## src/hdl/dcma_pkg.sv

```systemverilog
// ----------------------------------------------------------------------------
// dcma_pkg: shared constants and types for the dual channel moving average
// Default window geometry, result format and the lane control bundle.
// ----------------------------------------------------------------------------
package dcma_pkg;

  localparam int DEF_WINDOW_DEPTH = 8;
  localparam int DEF_SAMPLE_WIDTH = 16;

  localparam int MEAN_W       = 24;
  localparam int FRAC_W       = 8;
  localparam int HELD_W       = 4;
  localparam int HELD_MAX     = 15;
  localparam int RADIX_BITS   = 4;
  localparam int MEAN_MAX     = 8388607;
  localparam int MEAN_MIN_MAG = 8388608;

  typedef struct packed {
    logic start;
    logic ack;
    logic full;
  } dcma_ctl_t;

endpackage

```

## src/hdl/dcma_lane.sv

```systemverilog
// ----------------------------------------------------------------------------
// dcma_lane: one channel of the moving average
// Holds the sample window and a running sum, then divides sum * 256 by the
// held count, four quotient bits per cycle, and saturates to the mean format.
// ----------------------------------------------------------------------------
module dcma_lane
  import dcma_pkg::*;
#(
  parameter int WINDOW_DEPTH = DEF_WINDOW_DEPTH,
  parameter int SAMPLE_WIDTH = DEF_SAMPLE_WIDTH
) (
  input  logic                                    clk,
  input  logic                                    rst_n,
  input  dcma_ctl_t                               ctl,
  input  logic [$clog2(WINDOW_DEPTH)-1:0]         slot,
  input  logic [$clog2(WINDOW_DEPTH+1)-1:0]       cnt,
  input  logic signed [SAMPLE_WIDTH-1:0]          sample,
  output logic                                    done,
  output logic signed [MEAN_W-1:0]                mean
);

  localparam int CNT_W   = $clog2(WINDOW_DEPTH + 1);
  localparam int SUM_W   = SAMPLE_WIDTH + $clog2(WINDOW_DEPTH);
  localparam int DVD_W   = SUM_W + FRAC_W;
  localparam int STEPS   = (DVD_W + RADIX_BITS - 1) / RADIX_BITS;
  localparam int DVD_P   = STEPS * RADIX_BITS;
  localparam int STEP_W  = $clog2(STEPS) + 1;
  localparam int CMP_W   = (DVD_P > MEAN_W) ? DVD_P : MEAN_W + 1;

  localparam logic [2:0] S_IDLE = 3'd0;
  localparam logic [2:0] S_SUM  = 3'd1;
  localparam logic [2:0] S_DIV  = 3'd2;
  localparam logic [2:0] S_SAT  = 3'd3;
  localparam logic [2:0] S_DONE = 3'd4;

  logic signed [SAMPLE_WIDTH-1:0] mem [WINDOW_DEPTH];

  logic [2:0]                     state_r;
  logic [2:0]                     state_nxt;
  logic signed [SAMPLE_WIDTH-1:0] old_r;
  logic signed [SAMPLE_WIDTH-1:0] new_r;
  logic                           full_r;
  logic [CNT_W-1:0]               cnt_r;
  logic signed [SUM_W-1:0]        sum_r;
  logic                           neg_r;
  logic [CNT_W-1:0]               rem_r;
  logic [CNT_W-1:0]               rem_nxt;
  logic [DVD_P-1:0]               dq_r;
  logic [DVD_P-1:0]               dq_nxt;
  logic [STEP_W-1:0]              step_r;
  logic signed [MEAN_W-1:0]       mean_r;
  logic signed [MEAN_W-1:0]       mean_nxt;

  logic signed [SUM_W-1:0]        new_ext;
  logic signed [SUM_W-1:0]        old_ext;
  logic signed [SUM_W-1:0]        sum_nxt;
  logic [SUM_W-1:0]               sum_mag;
  logic [CNT_W:0]                 div_trial;
  logic [CMP_W-1:0]               q_ext;
  logic [CMP_W-1:0]               q_neg;

  always_ff @(posedge clk) begin
    if (state_r == S_IDLE && ctl.start) begin
      mem[slot] <= sample;
      old_r     <= mem[slot];
      new_r     <= sample;
      full_r    <= ctl.full;
      cnt_r     <= cnt;
    end
  end

  assign new_ext = SUM_W'(new_r);
  assign old_ext = full_r ? SUM_W'(old_r) : '0;
  assign sum_nxt = sum_r + new_ext - old_ext;
  assign sum_mag = sum_nxt[SUM_W-1] ? SUM_W'(-sum_nxt) : SUM_W'(sum_nxt);

  always_comb begin
    rem_nxt = rem_r;
    dq_nxt  = dq_r;
    div_trial = '0;
    for (int i = 0; i < RADIX_BITS; i++) begin
      div_trial = {rem_nxt, dq_nxt[DVD_P-1]};
      dq_nxt    = {dq_nxt[DVD_P-2:0], 1'b0};
      if (div_trial >= {1'b0, cnt_r}) begin
        rem_nxt   = CNT_W'(div_trial - {1'b0, cnt_r});
        dq_nxt[0] = 1'b1;
      end else begin
        rem_nxt = CNT_W'(div_trial);
      end
    end
  end

  assign q_ext = CMP_W'(dq_r);
  assign q_neg = -q_ext;

  always_comb begin
    if (!neg_r) begin
      if (q_ext > CMP_W'(MEAN_MAX)) begin
        mean_nxt = MEAN_W'(MEAN_MAX);
      end else begin
        mean_nxt = q_ext[MEAN_W-1:0];
      end
    end else begin
      if (q_ext > CMP_W'(MEAN_MIN_MAG)) begin
        mean_nxt = MEAN_W'(MEAN_MIN_MAG);
      end else begin
        mean_nxt = q_neg[MEAN_W-1:0];
      end
    end
  end

  always_comb begin
    state_nxt = state_r;
    case (state_r)
      S_IDLE: begin
        if (ctl.start) begin
          state_nxt = S_SUM;
        end
      end
      S_SUM:  state_nxt = S_DIV;
      S_DIV: begin
        if (step_r == '0) begin
          state_nxt = S_SAT;
        end
      end
      S_SAT:  state_nxt = S_DONE;
      S_DONE: begin
        if (ctl.ack) begin
          state_nxt = S_IDLE;
        end
      end
      default: state_nxt = S_IDLE;
    endcase
  end

  always_ff @(posedge clk) begin
    if (!rst_n) begin
      state_r <= S_IDLE;
      sum_r   <= '0;
    end else begin
      state_r <= state_nxt;
      if (state_r == S_SUM) begin
        sum_r <= sum_nxt;
      end
    end
  end

  always_ff @(posedge clk) begin
    case (state_r)
      S_SUM: begin
        neg_r  <= sum_nxt[SUM_W-1];
        dq_r   <= DVD_P'({sum_mag, {FRAC_W{1'b0}}});
        rem_r  <= '0;
        step_r <= STEP_W'(STEPS - 1);
      end
      S_DIV: begin
        dq_r   <= dq_nxt;
        rem_r  <= rem_nxt;
        step_r <= step_r - 1'b1;
      end
      S_SAT: begin
        mean_r <= mean_nxt;
      end
      default: begin
      end
    endcase
  end

  assign done = (state_r == S_DONE);
  assign mean = mean_r;

endmodule

```

## src/hdl/dual_channel_moving_average.sv

```systemverilog
// ----------------------------------------------------------------------------
// dual_channel_moving_average: moving average of left and right speed
// Each input transaction carries one signed speed per channel; each result
// transaction carries both means (8 fraction bits) and the held sample count.
//
// Input channel in_valid/in_ready, result channel out_valid/out_ready. One
// result transaction follows every input transaction, in order.
// Both lanes run in lock step: the running sum is updated in the cycle after
// the input is accepted, then the divider produces four quotient bits per
// cycle, followed by a saturation step. out_valid rises once both lanes are
// done and the output register is free or being emptied.
// in_ready is low while an item is in the lanes. A result waiting in the
// output register does not block the next input; if the receiver still
// stalls when the next result is ready, the lanes hold it until out_ready.
// Reset empties the window (count and write slot to zero) and drops any
// pending result; window contents need no clearing.
// ----------------------------------------------------------------------------
module dual_channel_moving_average
  import dcma_pkg::*;
#(
  parameter int WINDOW_DEPTH = DEF_WINDOW_DEPTH,
  parameter int SAMPLE_WIDTH = DEF_SAMPLE_WIDTH
) (
  input  logic                           clk,
  input  logic                           rst_n,
  input  logic                           in_valid,
  output logic                           in_ready,
  input  logic signed [SAMPLE_WIDTH-1:0] in_left_speed,
  input  logic signed [SAMPLE_WIDTH-1:0] in_right_speed,
  output logic                           out_valid,
  input  logic                           out_ready,
  output logic signed [MEAN_W-1:0]       out_left_mean,
  output logic signed [MEAN_W-1:0]       out_right_mean,
  output logic [HELD_W-1:0]              out_held_count
);

  localparam int ADDR_W = $clog2(WINDOW_DEPTH);
  localparam int CNT_W  = $clog2(WINDOW_DEPTH + 1);
  localparam int EXT_W  = CNT_W + HELD_W;

  logic [CNT_W-1:0]         fill_r;
  logic [ADDR_W-1:0]        slot_r;
  logic                     busy_r;
  logic                     out_valid_r;
  logic signed [MEAN_W-1:0] left_mean_r;
  logic signed [MEAN_W-1:0] right_mean_r;
  logic [HELD_W-1:0]        held_r;

  dcma_ctl_t                ctl;
  logic                     in_xfer;
  logic                     full;
  logic [CNT_W-1:0]         cnt_nxt;
  logic                     left_done;
  logic                     right_done;
  logic signed [MEAN_W-1:0] left_mean;
  logic signed [MEAN_W-1:0] right_mean;
  logic [EXT_W-1:0]         fill_ext;
  logic [HELD_W-1:0]        held_nxt;

  assign in_ready = !busy_r;
  assign in_xfer  = in_valid && in_ready;
  assign full     = (fill_r == CNT_W'(WINDOW_DEPTH));
  assign cnt_nxt  = full ? fill_r : fill_r + 1'b1;

  assign ctl.start = in_xfer;
  assign ctl.full  = full;
  assign ctl.ack   = left_done && right_done && (!out_valid_r || out_ready);

  dcma_lane #(
    .WINDOW_DEPTH (WINDOW_DEPTH),
    .SAMPLE_WIDTH (SAMPLE_WIDTH)
  ) u_left (
    .clk    (clk),
    .rst_n  (rst_n),
    .ctl    (ctl),
    .slot   (slot_r),
    .cnt    (cnt_nxt),
    .sample (in_left_speed),
    .done   (left_done),
    .mean   (left_mean)
  );

  dcma_lane #(
    .WINDOW_DEPTH (WINDOW_DEPTH),
    .SAMPLE_WIDTH (SAMPLE_WIDTH)
  ) u_right (
    .clk    (clk),
    .rst_n  (rst_n),
    .ctl    (ctl),
    .slot   (slot_r),
    .cnt    (cnt_nxt),
    .sample (in_right_speed),
    .done   (right_done),
    .mean   (right_mean)
  );

  assign fill_ext = EXT_W'(fill_r);
  assign held_nxt = (fill_ext > EXT_W'(HELD_MAX)) ? HELD_W'(HELD_MAX) : fill_ext[HELD_W-1:0];

  always_ff @(posedge clk) begin
    if (!rst_n) begin
      fill_r      <= '0;
      slot_r      <= '0;
      busy_r      <= 1'b0;
      out_valid_r <= 1'b0;
    end else begin
      if (in_xfer) begin
        busy_r <= 1'b1;
        fill_r <= cnt_nxt;
        if (slot_r == ADDR_W'(WINDOW_DEPTH - 1)) begin
          slot_r <= '0;
        end else begin
          slot_r <= slot_r + 1'b1;
        end
      end
      if (ctl.ack) begin
        busy_r      <= 1'b0;
        out_valid_r <= 1'b1;
      end else if (out_ready) begin
        out_valid_r <= 1'b0;
      end
    end
  end

  always_ff @(posedge clk) begin
    if (ctl.ack) begin
      left_mean_r  <= left_mean;
      right_mean_r <= right_mean;
      held_r       <= held_nxt;
    end
  end

  assign out_valid      = out_valid_r;
  assign out_left_mean  = left_mean_r;
  assign out_right_mean = right_mean_r;
  assign out_held_count = held_r;

endmodule

```

## config.mk

```make
export PLATFORM = sky130hd
export DESIGN_NAME = dual_channel_moving_average
export DESIGN_NICKNAME = d
export VERILOG_FILES = /design/src/hdl/dcma_pkg.sv /design/src/hdl/dcma_lane.sv /design/src/hdl/dual_channel_moving_average.sv
export SDC_FILE = /design/constraint.sdc
export NUM_CORES = 1
export LEC_CHECK = 0
export ABC_CLOCK_PERIOD_IN_PS = 6220
export BUFFER_PORTS_ARGS = -buffer_cell sky130_fd_sc_hd__clkbuf_2
export CORE_ASPECT_RATIO = 1.2
export CORE_MARGIN = 5
export CORE_UTILIZATION = 35
export DETAILED_ROUTE_END_ITERATION = 6
export PLACE_DENSITY = 0.58
export SYNTH_ARGS = -nofsm -noshare
export SYNTH_HDL_FRONTEND = slang
export SYNTH_SLANG_ARGS = --single-unit
```

## constraint.sdc

```tcl
create_clock -name clk -period 6.22 [get_ports clk]
set_input_delay 0.311 -clock clk [delete_from_list [all_inputs] [get_ports clk]]
set_output_delay 0.311 -clock clk [all_outputs]
set_load 0.1 [all_outputs]
```

==> impl_metrics.json, run 1 <==
{
  "r2r-start": "u_left.cnt_r[1]",
  "grt_pass1_vias": 17529,
  "period_share_pct": 97.2,
  "power.density_nw_per_um2": 369,
  "slowest_delay_ns": 0.43,
  "max_clock_freq_mhz": 165,
  "yosysTopAreaCell": "edfxtp_1",
  "syn-num-nets": 2322,
  "p_leak_uw": 0.0112,
  "synth_area_leaders": "edfxtp_1 57%, dfxtp_1 4.0%, ha_1 3.8%",
  "die_x_um": 261,
  "drv_cap": 0,
  "finalWirelength_mm": 63.6,
  "status": "completed",
  "wl_per_cell_um": 18.8,
  "area_growth_syn_to_layout_pct": 15.7,
  "grt_use_total_pct": 15.3,
  "critPathLaunchType": "flip-flop",
  "cp_max_fo": 7,
  "cts_tree": "built",
  "synth_top_area_share_pct": 57.0,
  "setup_viol": 0,
  "p_total_uw": 11300,
  "start_util_pct": 35.3,
  "yosys_most_used_dff": "edfxtp_1",
  "rr_endpoint": "u_left.rem_r[3]",
  "syn-instance-count": 2162,
  "die_area_um2": 81500,
  "drc_errors": 0,
  "dr.first_iter.drc_count": 1220,
  "antenna_found_initial": 5,
  "critPathMostFrequentCell": "a21o_1",
  "synth_area_um2": 26500,
  "synth_warnings": 0,
  "die_y_um": 312,
  "dp_slack_ns": -0.0313,
  "overflow": 0,
  "final_util_pct": 40.9,
  "nNetsFinal": 2482,
  "hpwl_mm": 42.4,
  "core_um2": 75100,
  "crit_slowest_cell": "edfxtp_1",
  "required_ns": 6.57,
  "crit_end": "u_left.rem_r[3]",
  "worst_pin_slew_ns": 1.17,
  "post_dp_cell_area_um2": 28500,
  "synth_cell_type_count": 81,
  "r2r_cells": 32,
  "ys_ff_latch": 557,
  "r2r_setup_slack_ns": 0.18,
  "crit_arrival_ns": 6.40,
  "post_drt_via_cell_ratio": 5.13,
  "insertion_delay_ns": 0.62,
  "cts.clk_slew.worst_paths_ns": 0.07,
  "period_minus_slack_ns": 6.04,
  "first_pass_iters": 6,
  "place_congestion": 0.849,
  "fin_area_um2": 30700,
  "via_count": 17345,
  "fin_skew_ns": 0.0230,
  "port_buffers": 89,
  "worstSetupStartpoint": "u_left.cnt_r[1]",
  "cts-root-buf": "clkbuf_16",
  "ys_async_sr_fraction_pct": 0,
  "ir_drop_v": 0.000216,
  "fin_tns_setup_ns": 0,
  "clockBufferDepth": 3,
  "ant_nets": 0,
  "rsz0062_at_grt": "yes",
  "critPathCaptureType": "flip-flop",
  "maxSlewViolCount": 0,
  "synth_edf_count": 504,
  "hold_viol": 0,
  "maxSlewHeadroom_pct": 21.7,
  "h-tree-depth": 2,
  "clock-sinks": 557,
  "grt_max_degree": 54,
  "fin_ws_ns": 0.177,
  "io_pins": 90,
  "path_class": "reg2reg",
  "grt_pass1_wl_mm": 100,
  "cts_buffers": 55,
  "seq_area_frac_synth_pct": 61.0,
  "syn_area_per_cell_um2": 12.3,
  "rows": 110,
  "hold_class": "in2reg",
  "layout-drive-gt1-share_pct": 13.4
}
[cell type report]
class | count | area [um2]
fill | 7112 | 44400
clock inverter | 35 | 335
inverter | 219 | 827
sequential | 557 | 16200
tap | 1008 | 1260
antenna | 4 | 10.0
multi-input combinational | 1305 | 9410
timing repair buffer | 184 | 1230
clock buffer | 66 | 1450
[through the flow]
step,hold WS [ns],cells
finish,0.0380,3378
global route,0.0267,3376
CTS,0.00349,3361
detailed placement,0.405,3232
global placement,0.409,3232
floorplan,0.400,2162
[worst min path at each step]
stage	cells after the start	to	slack [ns]	start
floorplan	0	out_left_mean[0]	0.40	u_left.mean[0]
global placement	0	out_right_mean[6]	0.41	u_right.mean[6]
detailed placement	0	out_left_mean[3]	0.40	u_left.mean[3]
CTS	1	u_left.new_r[1]	0.003	in_left_speed[1]
global route	1	u_left.mem[5][8]	0.03	in_left_speed[8]
finish	1	u_left.mem[3][1]	0.04	in_left_speed[1]
[critical path, delay by kind of cell (launching register included)]
family	cells	cell delay (ns)
AO/OA/AOI/OAI	15	2.86
adder cells (fa/ha/maj)	4	0.84
multiplexers	3	0.68
AND/OR/NAND/NOR	6	0.64
flip-flops	1	0.43
buffers and inverters	4	0.34
[cells by family (layout without fill, tap and decap cells)]
family / after synthesis / in the layout / share of synthesized area [%]
buffers and inverters: 300 / 504 / 4.25
XOR/XNOR: 89 / 89 / 2.94
other: 0 / 4 / 0
AO/OA/AOI/OAI: 479 / 479 / 12.5
flip-flops: 557 / 557 / 61.0
multiplexers: 22 / 22 / 0.877
AND/OR/NAND/NOR: 591 / 591 / 11.4
adder cells (fa/ha/maj): 124 / 124 / 7.09
[synth_stat cells, drive strengths merged, types with 7 or more instances]
cell    number
edfxtp     504
inv        216
nand2      184
a22oi      128
nor2       128
o21ai       98
ha          80
a21oi       76
clkbuf      74
xnor2       55
dfxtp       53
fa          44
and2        43
nand4       42
xor2        34
nor3        31
o311ai      31
nand3       29
a21boi      24
and3        22
or3         22
a21o        20
a211oi      18
nor3b       18
nor2b       17
mux2i       12
nand2b      12
mux2        10
o21a        10
a31oi        9
nor4         9
nand3b       8
buf          7
o211ai       7
[sequential cells by signal, summed over array words and instances (netlist names), 24 cells and up]
signal	flops
u_right.dq_r	28
u_left.mem	128
u_left.mean	24
out_right_mean	24
u_right.mean	24
u_left.dq_r	28
u_right.mem	128
out_left_mean	24
[power by group]
| group | switching [uW] | total (uW) | leakage (uW) | internal, uW |
|---|---|---|---|---|
| logic | 1940 | 3390 | 0.00532 | 1450 |
| registers | 212 | 4640 | 0.00503 | 4430 |
| clock network | 1460 | 3300 | 0.000860 | 1840 |
[layer usage]
metal	routed length, um	vias to the layer above	global-route usage, %
met5	13	-	0
met4	1280	2	3.80
met3	3170	89	2.47
met2	31200	403	25.7
met1	28000	8587	20.7
li1	-	8264	-
[cell usage in the layout (no fill, tap or decap), types with 11 or more instances in the layout]
| master | instances |
|---|---|
| edfxtp_1 | 504 |
| inv_1 | 210 |
| nand2_1 | 184 |
| a22oi_1 | 128 |
| nor2_1 | 123 |
| o21ai_0 | 92 |
| clkbuf_2 | 89 |
| ha_1 | 76 |
| a21oi_1 | 71 |
| buf_4 | 67 |
| clkbuf_16 | 56 |
| xnor2_1 | 55 |
| dfxtp_1 | 53 |
| fa_1 | 44 |
| nand4_1 | 42 |
| and2_1 | 39 |
| xor2_1 | 34 |
| o311ai_0 | 30 |
| nand3_1 | 28 |
| dlygate4sd3_1 | 27 |
| nor3_1 | 26 |
| a21boi_0 | 24 |
| and3_1 | 21 |
| a21o_1 | 20 |
| or3_1 | 18 |
| nor3b_1 | 17 |
| nor2b_1 | 16 |
| a211oi_1 | 15 |
| nand2b_1 | 12 |
| clkinv_1 | 11 |
| clkinv_2 | 11 |
[what timing repair did]
| item | CTS | global route |
|---|---|---|
| hold buffers | 27 | 0 |
| setup buffers | 1 | 13 |
| hold endpoints to repair | 231 | 0 |
| resized for setup | 1 | 19 |
| endpoints found under the setup margin | 6 | 10 |
| pin swaps | 1 | 17 |
Note: power is estimated with default switching activity, not from simulation.
==> inputs of run 2 (changes only) <==
- BUFFER_PORTS_ARGS: -buffer_cell sky130_fd_sc_hd__clkbuf_2 -> default
- DONT_BUFFER_PORTS: default -> 1
- PLACE_DENSITY: 0.58 -> default
- PLACE_DENSITY_LB_ADDON: default -> 0.25
==> impl_metrics.json, run 2 (synthesis gave the netlist of run 1 again) <==
{
  "grt_max_degree": 54,
  "intPower_uw": 7900,
  "swShare_pct": 31.4,
  "drv_cap": 0,
  "finalWirelength_mm": 62.5,
  "cts.clk_slew.worst_paths_ns": 0.06,
  "wl_met2_mm": 30.5,
  "drc_errors": 0,
  "hpwl_mm": 41.9,
  "fin_tns_setup_ns": 0,
  "p_leak_uw": 0.0109,
  "path_class": "reg2reg",
  "fin_area_um2": 30500,
  "final_cell_mix": "504 x edfxtp_1, 211 x inv_1, 184 x nand2_1",
  "critPathLaunchType": "flip-flop",
  "cts_tree": "built",
  "rsz0062_at_grt": "yes",
  "cts-root-buf": "clkbuf_16",
  "rows": 110,
  "pwr-share-seq_pct": 40.4,
  "nNetsFinal": 2396,
  "critical_path.top_delay_family": "compound AO/OA/AOI/OAI gates",
  "hold_class": "in2reg",
  "max_clock_freq_mhz": 164,
  "clock-sinks": 557,
  "p_comb_share_pct": 29.1,
  "crit_slowest_cell": "edfxtp_1",
  "core_um2": 75100,
  "period_share_pct": 97.9,
  "crit_buf_inv": 4,
  "overflow": 0,
  "ir_drop_v": 0.000211,
  "r2r_setup_slack_ns": 0.13,
  "crit_arrival_ns": 6.43,
  "via_count": 16795,
  "hold_viol": 0,
  "p_switching_uw": 3620,
  "antenna_found_initial": 7,
  "fin_ws_ns": 0.133,
  "slowest_delay_ns": 0.43,
  "post_dp_cell_area_um2": 28000,
  "route.met3.wl_mm": 2.60,
  "status": "completed",
  "required_ns": 6.56,
  "post_drt_via_cell_ratio": 5.10,
  "grt_pass1_vias": 16924,
  "cp_max_fo": 7,
  "wl_per_cell_um": 19.0,
  "cts_buffers": 56,
  "maxSlewViolCount": 0,
  "dr.first_iter.drc_count": 1144,
  "die_area_um2": 81500,
  "h-tree-depth": 2,
  "grt_use_total_pct": 15.0,
  "drt-met1-wl_mm": 28.2,
  "setup_viol": 0,
  "die_y_um": 312,
  "first_pass_iters": 5,
  "critPathMostFrequentCell": "o21a_1",
  "clockBufferDepth": 3,
  "reg.largest.list": "u_left.mem x128, u_right.mem x128",
  "dp_slack_ns": -0.123,
  "ant_nets": 0,
  "period_minus_slack_ns": 6.09,
  "start_util_pct": 35.3,
  "layout-drive-gt1-share_pct": 10.0,
  "fin_skew_ns": 0.0231,
  "die_x_um": 261,
  "power.density_nw_per_um2": 378,
  "insertion_delay_ns": 0.62,
  "place_congestion": 0.878,
  "clkPwrFrac_pct": 30.5,
  "final_common_cell": "edfxtp_1",
  "port_buffers": 0,
  "critPathCaptureType": "flip-flop",
  "highest_layer": "met5",
  "grt_pass1_wl_mm": 98.1,
  "io_pins": 90,
  "area_growth_syn_to_layout_pct": 14.7,
  "final_util_pct": 40.5,
  "worst_pin_slew_ns": 1.15,
  "maxSlewHeadroom_pct": 23.4
}
==> run 2: cell count changes in the layout (fill, tap and decap cells not counted), moves of 3 or more <==
cell and delta:
bufinv_16 +5, clkbuf_2 -89, clkinvlp_4 -4, buf_4 -4, dlygate4sd3_1 +6, clkinv_4 +3
==> run 2: worst paths after layout <==
path                                       start                 end  cells past startpoint
worst min-delay path                       rst_n  u_right.state_r[0]                      3
worst max-delay path             u_left.cnt_r[1]     u_left.rem_r[3]                     28
worst min register to register  u_right.mean[10]  out_right_mean[10]                      0
worst max register to register   u_left.cnt_r[1]     u_left.rem_r[3]                     28
==> run 2: area by class of cell <==
type	count	area, um2
inverter	219	825
tap	1008	1260
clock inverter	38	479
sequential	557	16200
antenna	5	12.5
multi-input combinational	1305	9420
clock buffer	66	1440
timing repair buffer	97	823
fill	7078	44700
==> run 2: worst register-to-register path: cells and delay by family (launching register included) <==
kind,cells,cell delay [ns]
mux,5,1.21
flops,1,0.43
simple gates,5,0.61
buf+inv,4,0.44
compound gates,10,2.21
fa+ha+maj,4,0.94
==> run 2: what timing repair did <==
action,4_1_cts,5_1_grt
gates cloned,0,0
buffers inserted,1,11
hold buffers,34,0
gates resized for setup,5,14
pin swaps,5,3
hold endpoints to repair,341,0
endpoints found under the setup margin,8,9
==> run 2: power groups by stage <==
stage	combinational [uW]	sequential, uW	clock (uW)
after floorplan	2390	4620	0
after global placement	3110	4720	0
after detailed placement	3170	4730	0
after CTS	3290	4640	3600
after global routing	3740	4670	3740
final	3350	4650	3510
==> run 2: metal layers <==
layer | vias to the layer above | track usage (%)
met5 | - | 0
met4 | 4 | 3.51
met3 | 81 | 2.47
met2 | 352 | 25.5
met1 | 8251 | 20.2
li1 | 8107 | -
==> run 2: per-stage QoR <==
step           total power [uW]  std cells  hold WS, ns
6_report                  11500       3295       0.0407
2_1_floorplan              7010       2162        0.400
3_5_place_dp               7900       3140        0.405
5_1_grt                   12200       3292       0.0416
4_1_cts                   11500       3279       0.0169
3_3_place_gp               7830       3140        0.404
